`config.mk`:
```
export PLATFORM = sky130hd
export DESIGN_NAME = hybrid_sram_nvm_lru_victim_core
export DESIGN_NICKNAME = d
export VERILOG_FILES = /design/src/hdl/hnlru_pkg.sv /design/src/hdl/hnlru_way_store.sv /design/src/hdl/hnlru_cmp_unit.sv /design/src/hdl/hybrid_sram_nvm_lru_victim_core.sv
export SDC_FILE = /design/constraint.sdc
export NUM_CORES = 2
export LEC_CHECK = 0
export ABC_AREA = 1
export BUFFER_PORTS_ARGS = -buffer_cell sky130_fd_sc_hd__clkbuf_2
export CAP_MARGIN = 10
export CORE_UTILIZATION = 55
export DETAILED_ROUTE_END_ITERATION = 10
export HOLD_SLACK_MARGIN = 0.08
export PLACE_DENSITY = 0.79
export SYNTH_ARGS = -nofsm -noshare
export SYNTH_HDL_FRONTEND = slang
export SYNTH_HIERARCHICAL = 1
export SYNTH_SLANG_ARGS = --single-unit
```
`constraint.sdc`:
```
create_clock -name clk -period 3.2 [get_ports clk]
set_input_delay 0 -clock clk [delete_from_list [all_inputs] [get_ports clk]]
set_output_delay 0 -clock clk [all_outputs]
set_load 0.01 [all_outputs]
```
`src/hdl/hnlru_pkg.sv`:
```
// shared types and command codes for the hybrid sram/nvm lru victim block
`timescale 1ns / 1ps

package hnlru_pkg;

    localparam int STAMP_W = 32;
    localparam int LABEL_W = 5;

    typedef enum logic [1:0] {
        CMD_TOUCH  = 2'd0,
        CMD_FILL   = 2'd1,
        CMD_INVAL  = 2'd2,
        CMD_VICTIM = 2'd3
    } cmd_t;

    typedef struct packed {
        cmd_t       cmd;
        logic [3:0] way_index;
    } item_t;

    typedef struct packed {
        logic [3:0]         victim_index;
        logic [LABEL_W-1:0] victim_label;
        logic               oldest_was_nvm;
        logic               swapped;
    } result_t;

    typedef struct packed {
        logic lt_oldest;
        logic lt_sram;
    } cmp_t;

endpackage

```
`src/hdl/hnlru_way_store.sv`:
```
// per-entry age stamps, nvm flags and way labels with one scan read port
`timescale 1ns / 1ps

module hnlru_way_store #(
    parameter int NUM_WAYS  = 16,
    parameter int SRAM_WAYS = 3,
    parameter int IDX_W     = $clog2(NUM_WAYS)
) (
    input  logic                              clk,
    input  logic                              rst_n,
    input  logic [IDX_W-1:0]                  rd_idx,
    output logic [hnlru_pkg::STAMP_W-1:0]     rd_age,
    output logic                              rd_nvm,
    output logic [hnlru_pkg::LABEL_W-1:0]     rd_label,
    input  logic                              age_we,
    input  logic [IDX_W-1:0]                  age_idx,
    input  logic [hnlru_pkg::STAMP_W-1:0]     age_data,
    input  logic                              lbl_we,
    input  logic [IDX_W-1:0]                  lbl_idx,
    input  logic                              lbl_nvm,
    input  logic [hnlru_pkg::LABEL_W-1:0]     lbl_data
);

    logic [hnlru_pkg::STAMP_W-1:0] age_reg   [NUM_WAYS];
    logic                          nvm_reg   [NUM_WAYS];
    logic [hnlru_pkg::LABEL_W-1:0] label_reg [NUM_WAYS];

    always_ff @(posedge clk or negedge rst_n)
    begin
        if (!rst_n)
        begin
            for (int i = 0; i < NUM_WAYS; i++)
            begin
                age_reg[i]   <= '0;
                nvm_reg[i]   <= (i > SRAM_WAYS);
                label_reg[i] <= hnlru_pkg::LABEL_W'(i + 1);
            end
        end
        else
        begin
            if (age_we)
                age_reg[age_idx] <= age_data;
            if (lbl_we)
            begin
                nvm_reg[lbl_idx]   <= lbl_nvm;
                label_reg[lbl_idx] <= lbl_data;
            end
        end
    end

    assign rd_age   = age_reg[rd_idx];
    assign rd_nvm   = nvm_reg[rd_idx];
    assign rd_label = label_reg[rd_idx];

endmodule

```
`src/hdl/hnlru_cmp_unit.sv`:
```
// shared stamp compare unit used on every scan step
`timescale 1ns / 1ps

module hnlru_cmp_unit (
    input  logic [hnlru_pkg::STAMP_W-1:0] cur_age,
    input  logic [hnlru_pkg::STAMP_W-1:0] oldest_age,
    input  logic [hnlru_pkg::STAMP_W-1:0] sram_age,
    output hnlru_pkg::cmp_t               cmp
);

    // strict less-than so the lowest position keeps a tie
    assign cmp.lt_oldest = (cur_age < oldest_age);
    assign cmp.lt_sram   = (cur_age < sram_age);

endmodule

```
`src/hdl/hybrid_sram_nvm_lru_victim_core.sv`:
```
// top level: command sequencer, victim scan and label swap for one set
// latency: touch, fill and invalidate complete at the accepting edge, busy stays low
// victim: the scan steps through every way, then the decide step strobes the result, or the swap step after it
// throughput: items are taken only while busy is low, so a new victim item waits until the last one is done;
//   the scan reads one way per cycle through the shared compare unit; other items one per cycle
// reset: asynchronous, clears all stamps, restores flags and labels, counter to one
// results are strobed for one cycle and cannot be stalled
`timescale 1ns / 1ps

module hybrid_sram_nvm_lru_victim_core #(
    parameter int NUM_WAYS  = 16,
    parameter int SRAM_WAYS = 3
) (
    input  logic                clk,
    input  logic                rst_n,
    input  logic                start,
    output logic                busy,
    input  hnlru_pkg::item_t    cmd_item,
    output logic                result_valid,
    output hnlru_pkg::result_t  result
);

    localparam int IDX_W = $clog2(NUM_WAYS);
    localparam int SW    = hnlru_pkg::STAMP_W;
    localparam int LW    = hnlru_pkg::LABEL_W;

    typedef enum logic [1:0] {
        ST_IDLE,
        ST_SCAN,
        ST_DECIDE,
        ST_SWAP
    } state_t;

    state_t             state_reg, state_next;
    logic [SW-1:0]      counter_reg, counter_next;
    logic [LW-1:0]      last_label_reg, last_label_next;
    logic [IDX_W-1:0]   scan_reg, scan_next;
    logic [IDX_W-1:0]   oldest_idx_reg, oldest_idx_next;
    logic [SW-1:0]      oldest_age_reg, oldest_age_next;
    logic               oldest_nvm_reg, oldest_nvm_next;
    logic [LW-1:0]      oldest_label_reg, oldest_label_next;
    logic [IDX_W-1:0]   sram_idx_reg, sram_idx_next;
    logic [SW-1:0]      sram_age_reg, sram_age_next;
    logic [LW-1:0]      sram_label_reg, sram_label_next;
    logic               have_sram_reg, have_sram_next;
    logic               result_valid_reg, result_valid_next;
    hnlru_pkg::result_t result_reg, result_next;

    logic [SW-1:0]      rd_age;
    logic               rd_nvm;
    logic [LW-1:0]      rd_label;
    logic               age_we;
    logic [SW-1:0]      age_data;
    logic               lbl_we;
    logic [IDX_W-1:0]   lbl_idx;
    logic               lbl_nvm;
    logic [LW-1:0]      lbl_data;
    hnlru_pkg::cmp_t    cmp;
    logic               accept;
    logic               in_range;
    logic               do_swap;

    assign busy     = (state_reg != ST_IDLE);
    assign accept   = start && !busy;
    assign in_range = (6'(cmd_item.way_index) < 6'(NUM_WAYS));

    hnlru_way_store #(
        .NUM_WAYS  (NUM_WAYS),
        .SRAM_WAYS (SRAM_WAYS),
        .IDX_W     (IDX_W)
    ) u_store (
        .clk      (clk),
        .rst_n    (rst_n),
        .rd_idx   (scan_reg),
        .rd_age   (rd_age),
        .rd_nvm   (rd_nvm),
        .rd_label (rd_label),
        .age_we   (age_we),
        .age_idx  (IDX_W'(cmd_item.way_index)),
        .age_data (age_data),
        .lbl_we   (lbl_we),
        .lbl_idx  (lbl_idx),
        .lbl_nvm  (lbl_nvm),
        .lbl_data (lbl_data)
    );

    hnlru_cmp_unit u_cmp (
        .cur_age    (rd_age),
        .oldest_age (oldest_age_reg),
        .sram_age   (sram_age_reg),
        .cmp        (cmp)
    );

    assign do_swap = oldest_nvm_reg && have_sram_reg && (oldest_label_reg == last_label_reg);

    always_comb
    begin
        state_next        = state_reg;
        counter_next      = counter_reg;
        last_label_next   = last_label_reg;
        scan_next         = scan_reg;
        oldest_idx_next   = oldest_idx_reg;
        oldest_age_next   = oldest_age_reg;
        oldest_nvm_next   = oldest_nvm_reg;
        oldest_label_next = oldest_label_reg;
        sram_idx_next     = sram_idx_reg;
        sram_age_next     = sram_age_reg;
        sram_label_next   = sram_label_reg;
        have_sram_next    = have_sram_reg;
        result_valid_next = 1'b0;
        result_next       = result_reg;
        age_we            = 1'b0;
        age_data          = counter_reg;
        lbl_we            = 1'b0;
        lbl_idx           = oldest_idx_reg;
        lbl_nvm           = 1'b0;
        lbl_data          = sram_label_reg;

        unique case (state_reg)
            ST_IDLE:
            begin
                if (accept)
                begin
                    // counter saturates at all ones
                    if (counter_reg != '1)
                        counter_next = counter_reg + SW'(1);
                    unique case (cmd_item.cmd)
                        hnlru_pkg::CMD_TOUCH,
                        hnlru_pkg::CMD_FILL:
                        begin
                            age_we   = in_range;
                            age_data = counter_reg;
                        end
                        hnlru_pkg::CMD_INVAL:
                        begin
                            age_we   = in_range;
                            age_data = '0;
                        end
                        hnlru_pkg::CMD_VICTIM:
                        begin
                            state_next     = ST_SCAN;
                            scan_next      = '0;
                            have_sram_next = 1'b0;
                        end
                    endcase
                end
            end
            ST_SCAN:
            begin
                // position zero seeds the oldest candidate
                if (scan_reg == '0 || cmp.lt_oldest)
                begin
                    oldest_idx_next   = scan_reg;
                    oldest_age_next   = rd_age;
                    oldest_nvm_next   = rd_nvm;
                    oldest_label_next = rd_label;
                end
                if (!rd_nvm && (!have_sram_reg || cmp.lt_sram))
                begin
                    sram_idx_next   = scan_reg;
                    sram_age_next   = rd_age;
                    sram_label_next = rd_label;
                    have_sram_next  = 1'b1;
                end
                if (scan_reg == IDX_W'(NUM_WAYS - 1))
                    state_next = ST_DECIDE;
                else
                    scan_next = scan_reg + IDX_W'(1);
            end
            ST_DECIDE:
            begin
                if (do_swap)
                begin
                    // oldest entry becomes sram and takes the sram label
                    lbl_we     = 1'b1;
                    lbl_idx    = oldest_idx_reg;
                    lbl_nvm    = 1'b0;
                    lbl_data   = sram_label_reg;
                    state_next = ST_SWAP;
                end
                else
                begin
                    last_label_next            = oldest_label_reg;
                    result_valid_next          = 1'b1;
                    result_next.victim_index   = 4'(oldest_idx_reg);
                    result_next.victim_label   = oldest_label_reg;
                    result_next.oldest_was_nvm = oldest_nvm_reg;
                    result_next.swapped        = 1'b0;
                    state_next                 = ST_IDLE;
                end
            end
            ST_SWAP:
            begin
                lbl_we                     = 1'b1;
                lbl_idx                    = sram_idx_reg;
                lbl_nvm                    = 1'b1;
                lbl_data                   = oldest_label_reg;
                last_label_next            = '0;
                result_valid_next          = 1'b1;
                result_next.victim_index   = 4'(sram_idx_reg);
                result_next.victim_label   = oldest_label_reg;
                result_next.oldest_was_nvm = 1'b1;
                result_next.swapped        = 1'b1;
                state_next                 = ST_IDLE;
            end
        endcase
    end

    always_ff @(posedge clk or negedge rst_n)
    begin
        if (!rst_n)
        begin
            state_reg        <= ST_IDLE;
            counter_reg      <= SW'(1);
            last_label_reg   <= '0;
            scan_reg         <= '0;
            oldest_idx_reg   <= '0;
            oldest_age_reg   <= '0;
            oldest_nvm_reg   <= 1'b0;
            oldest_label_reg <= '0;
            sram_idx_reg     <= '0;
            sram_age_reg     <= '0;
            sram_label_reg   <= '0;
            have_sram_reg    <= 1'b0;
            result_valid_reg <= 1'b0;
            result_reg       <= '0;
        end
        else
        begin
            state_reg        <= state_next;
            counter_reg      <= counter_next;
            last_label_reg   <= last_label_next;
            scan_reg         <= scan_next;
            oldest_idx_reg   <= oldest_idx_next;
            oldest_age_reg   <= oldest_age_next;
            oldest_nvm_reg   <= oldest_nvm_next;
            oldest_label_reg <= oldest_label_next;
            sram_idx_reg     <= sram_idx_next;
            sram_age_reg     <= sram_age_next;
            sram_label_reg   <= sram_label_next;
            have_sram_reg    <= have_sram_next;
            result_valid_reg <= result_valid_next;
            result_reg       <= result_next;
        end
    end

    assign result_valid = result_valid_reg;
    assign result       = result_reg;

    // results only follow the decide or swap step
    a_result_origin: assert property (@(posedge clk) disable iff (!rst_n)
        result_valid |-> ($past(state_reg) == ST_DECIDE || $past(state_reg) == ST_SWAP))
        else $error("result strobe outside decide or swap");

    a_swap_clears_last: assert property (@(posedge clk) disable iff (!rst_n)
        (result_valid && result.swapped) |-> (last_label_reg == '0 && result.oldest_was_nvm))
        else $error("swap result without cleared last label");

    a_plain_records_last: assert property (@(posedge clk) disable iff (!rst_n)
        (result_valid && !result.swapped) |-> (last_label_reg == result.victim_label))
        else $error("plain result did not record its label");

    a_counter_step: assert property (@(posedge clk) disable iff (!rst_n)
        (accept && counter_reg != '1) |=> (counter_reg == $past(counter_reg) + SW'(1)))
        else $error("access counter did not advance on accept");

endmodule

```
# Word level (Yosys, flattened, before mapping)
# Index checks and enable logic that the tools add are counted.
[op_classes]
add_sub_neg = 2
order_cmp = 7
eq_ne = 15
muxes = 48
n_bitwise = 3
reduce_logical = 25
[ops]
columns = ["cell", "n"]
rows = [
  ["bitwise mux 512 bit", 1],
  ["2-to-1 mux 32 bit", 6],
  ["binary-select mux 32 bit (select 4 bit)", 1],
  ["demux 32 bit (select 4 bit)", 1],
  ["bitwise mux 80 bit", 1],
  ["less-than comparator 32 bit", 2],
  ["adder 32 x 1 -> 32 bit, second input constant", 1],
  ["!= test 32 bit, second input constant", 1],
  ["2-to-1 mux 5 bit", 5],
  ["case mux 11 bit (2 select lines)", 1],
  ["binary-select mux 5 bit (select 4 bit)", 1],
  ["demux 5 bit (select 4 bit)", 1],
  ["bitwise mux 16 bit", 1],
  ["2-to-1 mux 4 bit", 4],
  [">= comparator 5 bit, second input constant", 3],
  ["NOT 4 -> 5 bit", 3],
  ["2-to-1 mux 1 bit", 12],
  ["2-to-1 mux 11 bit", 1],
  ["less-than comparator 5 x 1 -> 1 bit, second input constant", 2],
  ["!= test 2 bit, second input constant", 5],
  ["case mux 5 bit (2 select lines)", 1],
  ["== test 2 bit, second input constant", 4],
  ["2-to-1 mux 2 bit", 4],
  ["case mux 2 bit (4 select lines)", 1],
  ["other kinds (19)", 37],
]
[word_totals]
reg_bits = 747
inputBits = 9
output_inout_bits = 13

# Depth between registers and ports, before layout
[depth]
word_depth = 9
mapped_depth = 25
depth_no_buf = 20

# By module
# The synthesis kept the hierarchy.
[by_module_without_submodules]
columns = ["module", "n_inst", "cells_per_inst", "area_per_inst_um2", "seq_area_each_um2"]
rows = [
  ["hnlru_way_store", 1, 3911, 29293.1, 15270.9],
  ["hybrid_sram_nvm_lru_victim_core", 1, 882, 6672.6, 3479.6],
  ["hnlru_cmp_unit", 1, 257, 1607.8, 0.0],
]

# Worst setup path before layout
# No wires, ideal clock.
[synth_timing]
kind = "reg-to-reg"
start = "register scan_reg[0]"
end = "register have_sram_reg"
setup_ns = 0.139
t_arrival_ns = 2.894
t_required_ns = 3.061
slack_ns = 0.167
path_stages_with_launch = 20
synth_period_minus_slack_ns = 3.033
cell_sequence = "dfrtp_1 > buf_2 > inv_2 > buf_2 > buf_2 > nand2_1 > nand3_1 > nand3_1 > nand3_1 > nand2_1 > ha_1 > nand4_1 > nor3_2 > nand2_1 > nor2_1 > a21oi_1 > o211ai_1 > buf_2 > clkbuf_1 > o21ai_0"
[synth_rtl]
columns = ["item", "line_no", "text"]
rows = [
  ["from (decl)", "hybrid_sram_nvm_lru_victim_core.sv:37", "logic [IDX_W-1:0] scan_reg, scan_next;"],
  ["from (signal assigned)", "hybrid_sram_nvm_lru_victim_core.sv:233", "scan_reg <= scan_next;"],
  ["to (signal assigned)", "hybrid_sram_nvm_lru_victim_core.sv:241", "have_sram_reg <= have_sram_next;"],
  ["to (decl)", "hybrid_sram_nvm_lru_victim_core.sv:45", "logic have_sram_reg, have_sram_next;"],
]

==> results.ini <==
[global_route]
grt_pass1_vias = 32048
grt_usage = 0.316
grt_pass1_wl_mm = 174
grt_start_max_net_pins = 114
antenna_found_initial = 0
grt-ovfl-total = 0

[die]
start_util = 0.558
die_h_um = 263
core_area_mm2 = 0.0674
die_w_um = 263
ioPinCount = 22
num_rows = 95
die_area_mm2 = 0.0694

[worst_hold_path]
hold_depth = 6
hold_path.class = in2reg
hold_start = cmd_item[0]
hold_end = u_store/age_reg[18]

[layout]
final_common_cell = nand2_1
area_delta_synth_final_pct = 17.0
nFillCells = 5247
drive_gt1_frac = 0.125
n_antenna_cell = 0
layout_common_cells = nand2_1 (1,608), inv_1 (728), dfrtp_1 (697)
nets = 5129
instances_no_fill = 5989
largest_reg_flops = 512
final_area_mm2 = 0.0440
post-route-util = 0.653

[route]
via_per_inst = 5.78
vias = 34600
wire_per_inst_um = 19.3
remaining_drc_errors = 0
ant_nets = 0
firstDrtPassIters = 8
highest_layer = met4
routed_wl_mm = 116
drt_iter0_drc = 4780
wl_met1_mm = 44.6
route.met2.wl_mm = 52.3
met3_length_mm = 12.6

[worst_setup_path]
critical_path_arrival_ns = 4.14
r2r_slack_ns = -0.42
path_max_fanout = 12
start_kind = flip-flop
reg2reg_depth = 18
r2r-end = oldest_age_reg[30]
required_ns = 3.73
critPathCaptureType = flip-flop
crit_type = reg2reg
rr_startpoint = scan_reg[0]

[placement]
dp_hpwl_mm = 63.1
gp_congestion = 0.920
io_buffer_count = 21
dp.cells = 5786
pre_cts_ws_ns = -0.149
dpl_cell_area_mm2 = 0.0392

[pwr]
power.leakage_nw = 20.4
ir_worst_vdd_v = 0.000582
power_density_mw_per_mm2 = 979
swShare = 0.419
p_sw_mw = 18.1
clockPowerShare = 0.211
p_int_mw = 25.0
seq_power_share = 0.290
p_comb_frac = 0.498
total_power_mw = 43.1

[timing]
drv_slew = 0
rsz0062_at_grt = yes
fmax_mhz = 277
relSlewSlack = 0.321
finalHoldViolCount = 0
clock_skew_ns = 0.0251
fin_crit_sh = 1.13
setup_violations = 84
hold_ws_ns = 0.161
final.setup.tns_ns = -22.18
period_needed_ns = 3.62
fin_ws_ns = -0.416
max_slew.worst_pin.slew_ns = 1.02

[status]
outcome = finished, violations left
violations = negative setup slack

[synth]
synthDominantCellAreaShare = 0.467
syn-num-nets = 5124
yosys_warnings = 6
syn_inst = 5050
ys.flop_type = dfrtp_1
synth_cell_types = 35
yosysSeqAreaShare = 0.499
synth_area_mm2 = 0.0376
avgSynthCellArea_um2 = 7.44
synthTopCellsByArea = dfrtp_1 (47%), nand2_1 (17%), o21ai_0 (9.6%)
ys_async_sr_fraction = 1.00
synth_edf_count = 0
ys_ff_latch = 747
synth_top_area_cell = dfrtp_1

[cts]
cts_tree = built
clk_root_buffer_cell = clkbuf_16
cts_max_path_buffers = 3
cts_buffers = 80
path_clk_slew_ns = 0.06
cts.sinks = 747
clock_latency_ns = 0.64
cts-htree-levels = 3

[flow_run]
max-cap-violations = 0

==> cells in the mapped netlist, types with 2 or more instances <==
| master | number |
|---|---|
| a21oi_1 | 33 |
| buf_1 | 14 |
| buf_2 | 104 |
| buf_4 | 5 |
| buf_6 | 3 |
| clkbuf_1 | 183 |
| dfrtp_1 | 701 |
| dfstp_2 | 46 |
| ha_1 | 65 |
| inv_1 | 730 |
| inv_2 | 7 |
| nand2_1 | 1688 |
| nand2_2 | 8 |
| nand2_4 | 2 |
| nand3_1 | 507 |
| nand3_2 | 5 |
| nand4_1 | 6 |
| nor2_1 | 121 |
| nor2_2 | 8 |
| nor2_4 | 2 |
| nor3_1 | 6 |
| nor3_2 | 3 |
| nor3_4 | 2 |
| o21a_1 | 3 |
| o21ai_0 | 719 |
| o21ai_1 | 53 |
| or2_2 | 6 |
| xor2_1 | 13 |
==> logic make-up after synthesis <==
group	count (synthesis)	share of synthesized area
buffers and inverters	1047	0.109
AND/OR/NAND/NOR	2365	0.258
adder cells (fa/ha/maj)	65	0.0216
flip-flops	747	0.499
AO/OA/AOI/OAI	812	0.109
XOR/XNOR	14	0.00326
==> how the worst max path moves through the flow <==
stage / from / to / slack, ns / cells after the start
2_1_floorplan: scan_reg[0] / have_sram_reg / 0.17 / 19
3_3_place_gp: scan_reg[0] / have_sram_reg / -0.04 / 18
3_5_place_dp: scan_reg[0] / sram_label_reg[3] / -0.15 / 19
4_1_cts: scan_reg[0] / sram_age_reg[11] / -0.12 / 23
5_1_grt: scan_reg[0] / oldest_age_reg[30] / -0.46 / 18
6_report: scan_reg[0] / oldest_age_reg[30] / -0.42 / 18
==> area by class of cell <==
class	instances	area [um2]	area share
Clock buffer	129	2430	0.0553
Clock inverter	14	121	0.00276
Inverter	738	2790	0.0634
Multi-Input combinational cell	3256	15800	0.360
Sequential cell	747	18800	0.427
Tap cell	873	1090	0.0248
Timing Repair Buffer	232	2930	0.0667
==> power by group through the flow <==
stage / clock network [mW] / registers, mW / logic [mW]
finish: 9.11 / 12.5 / 21.5
global placement: 0 / 12.5 / 15.3
floorplan: 0 / 12.3 / 10.6
global route: 9.56 / 12.7 / 23.0
CTS: 9.18 / 12.4 / 17.4
detailed placement: 0 / 12.5 / 15.8
==> metal layers <==
layer  GRT usage  vias up
li1            -    15729
met1       0.427    16352
met2       0.492     2035
met3      0.0694      484
met4       0.136        0
met5           0        -
==> timing repair <==
item | in CTS | in global routing
pin swaps | 13 | 63
gates resized for setup | 80 | 284
hold buffers | 10 | 0
endpoints found under the setup margin | 80 | 84
hold endpoints to repair | 619 | 0
gates cloned | 11 | 12
setup buffers | 12 | 18
==> critical path, cell delays in order (launching register included) <==
cell and delay [ns]:
dfrtp_4 0.55, buf_12 0.19, buf_16 0.17, buf_12 0.15, o21ai_0 0.22, nand2_1 0.10, nand3_1 0.09, nand3_1 0.18
nand2_4 0.18, ha_4 0.22, a21oi_1 0.13, o21ai_1 0.09, a21oi_2 0.15, nand2_1 0.11, a21oi_2 0.24, o21ai_4 0.09
buf_6 0.16, clkbuf_16 0.18, o21ai_0 0.27
(Power assumes the default switching activity.)
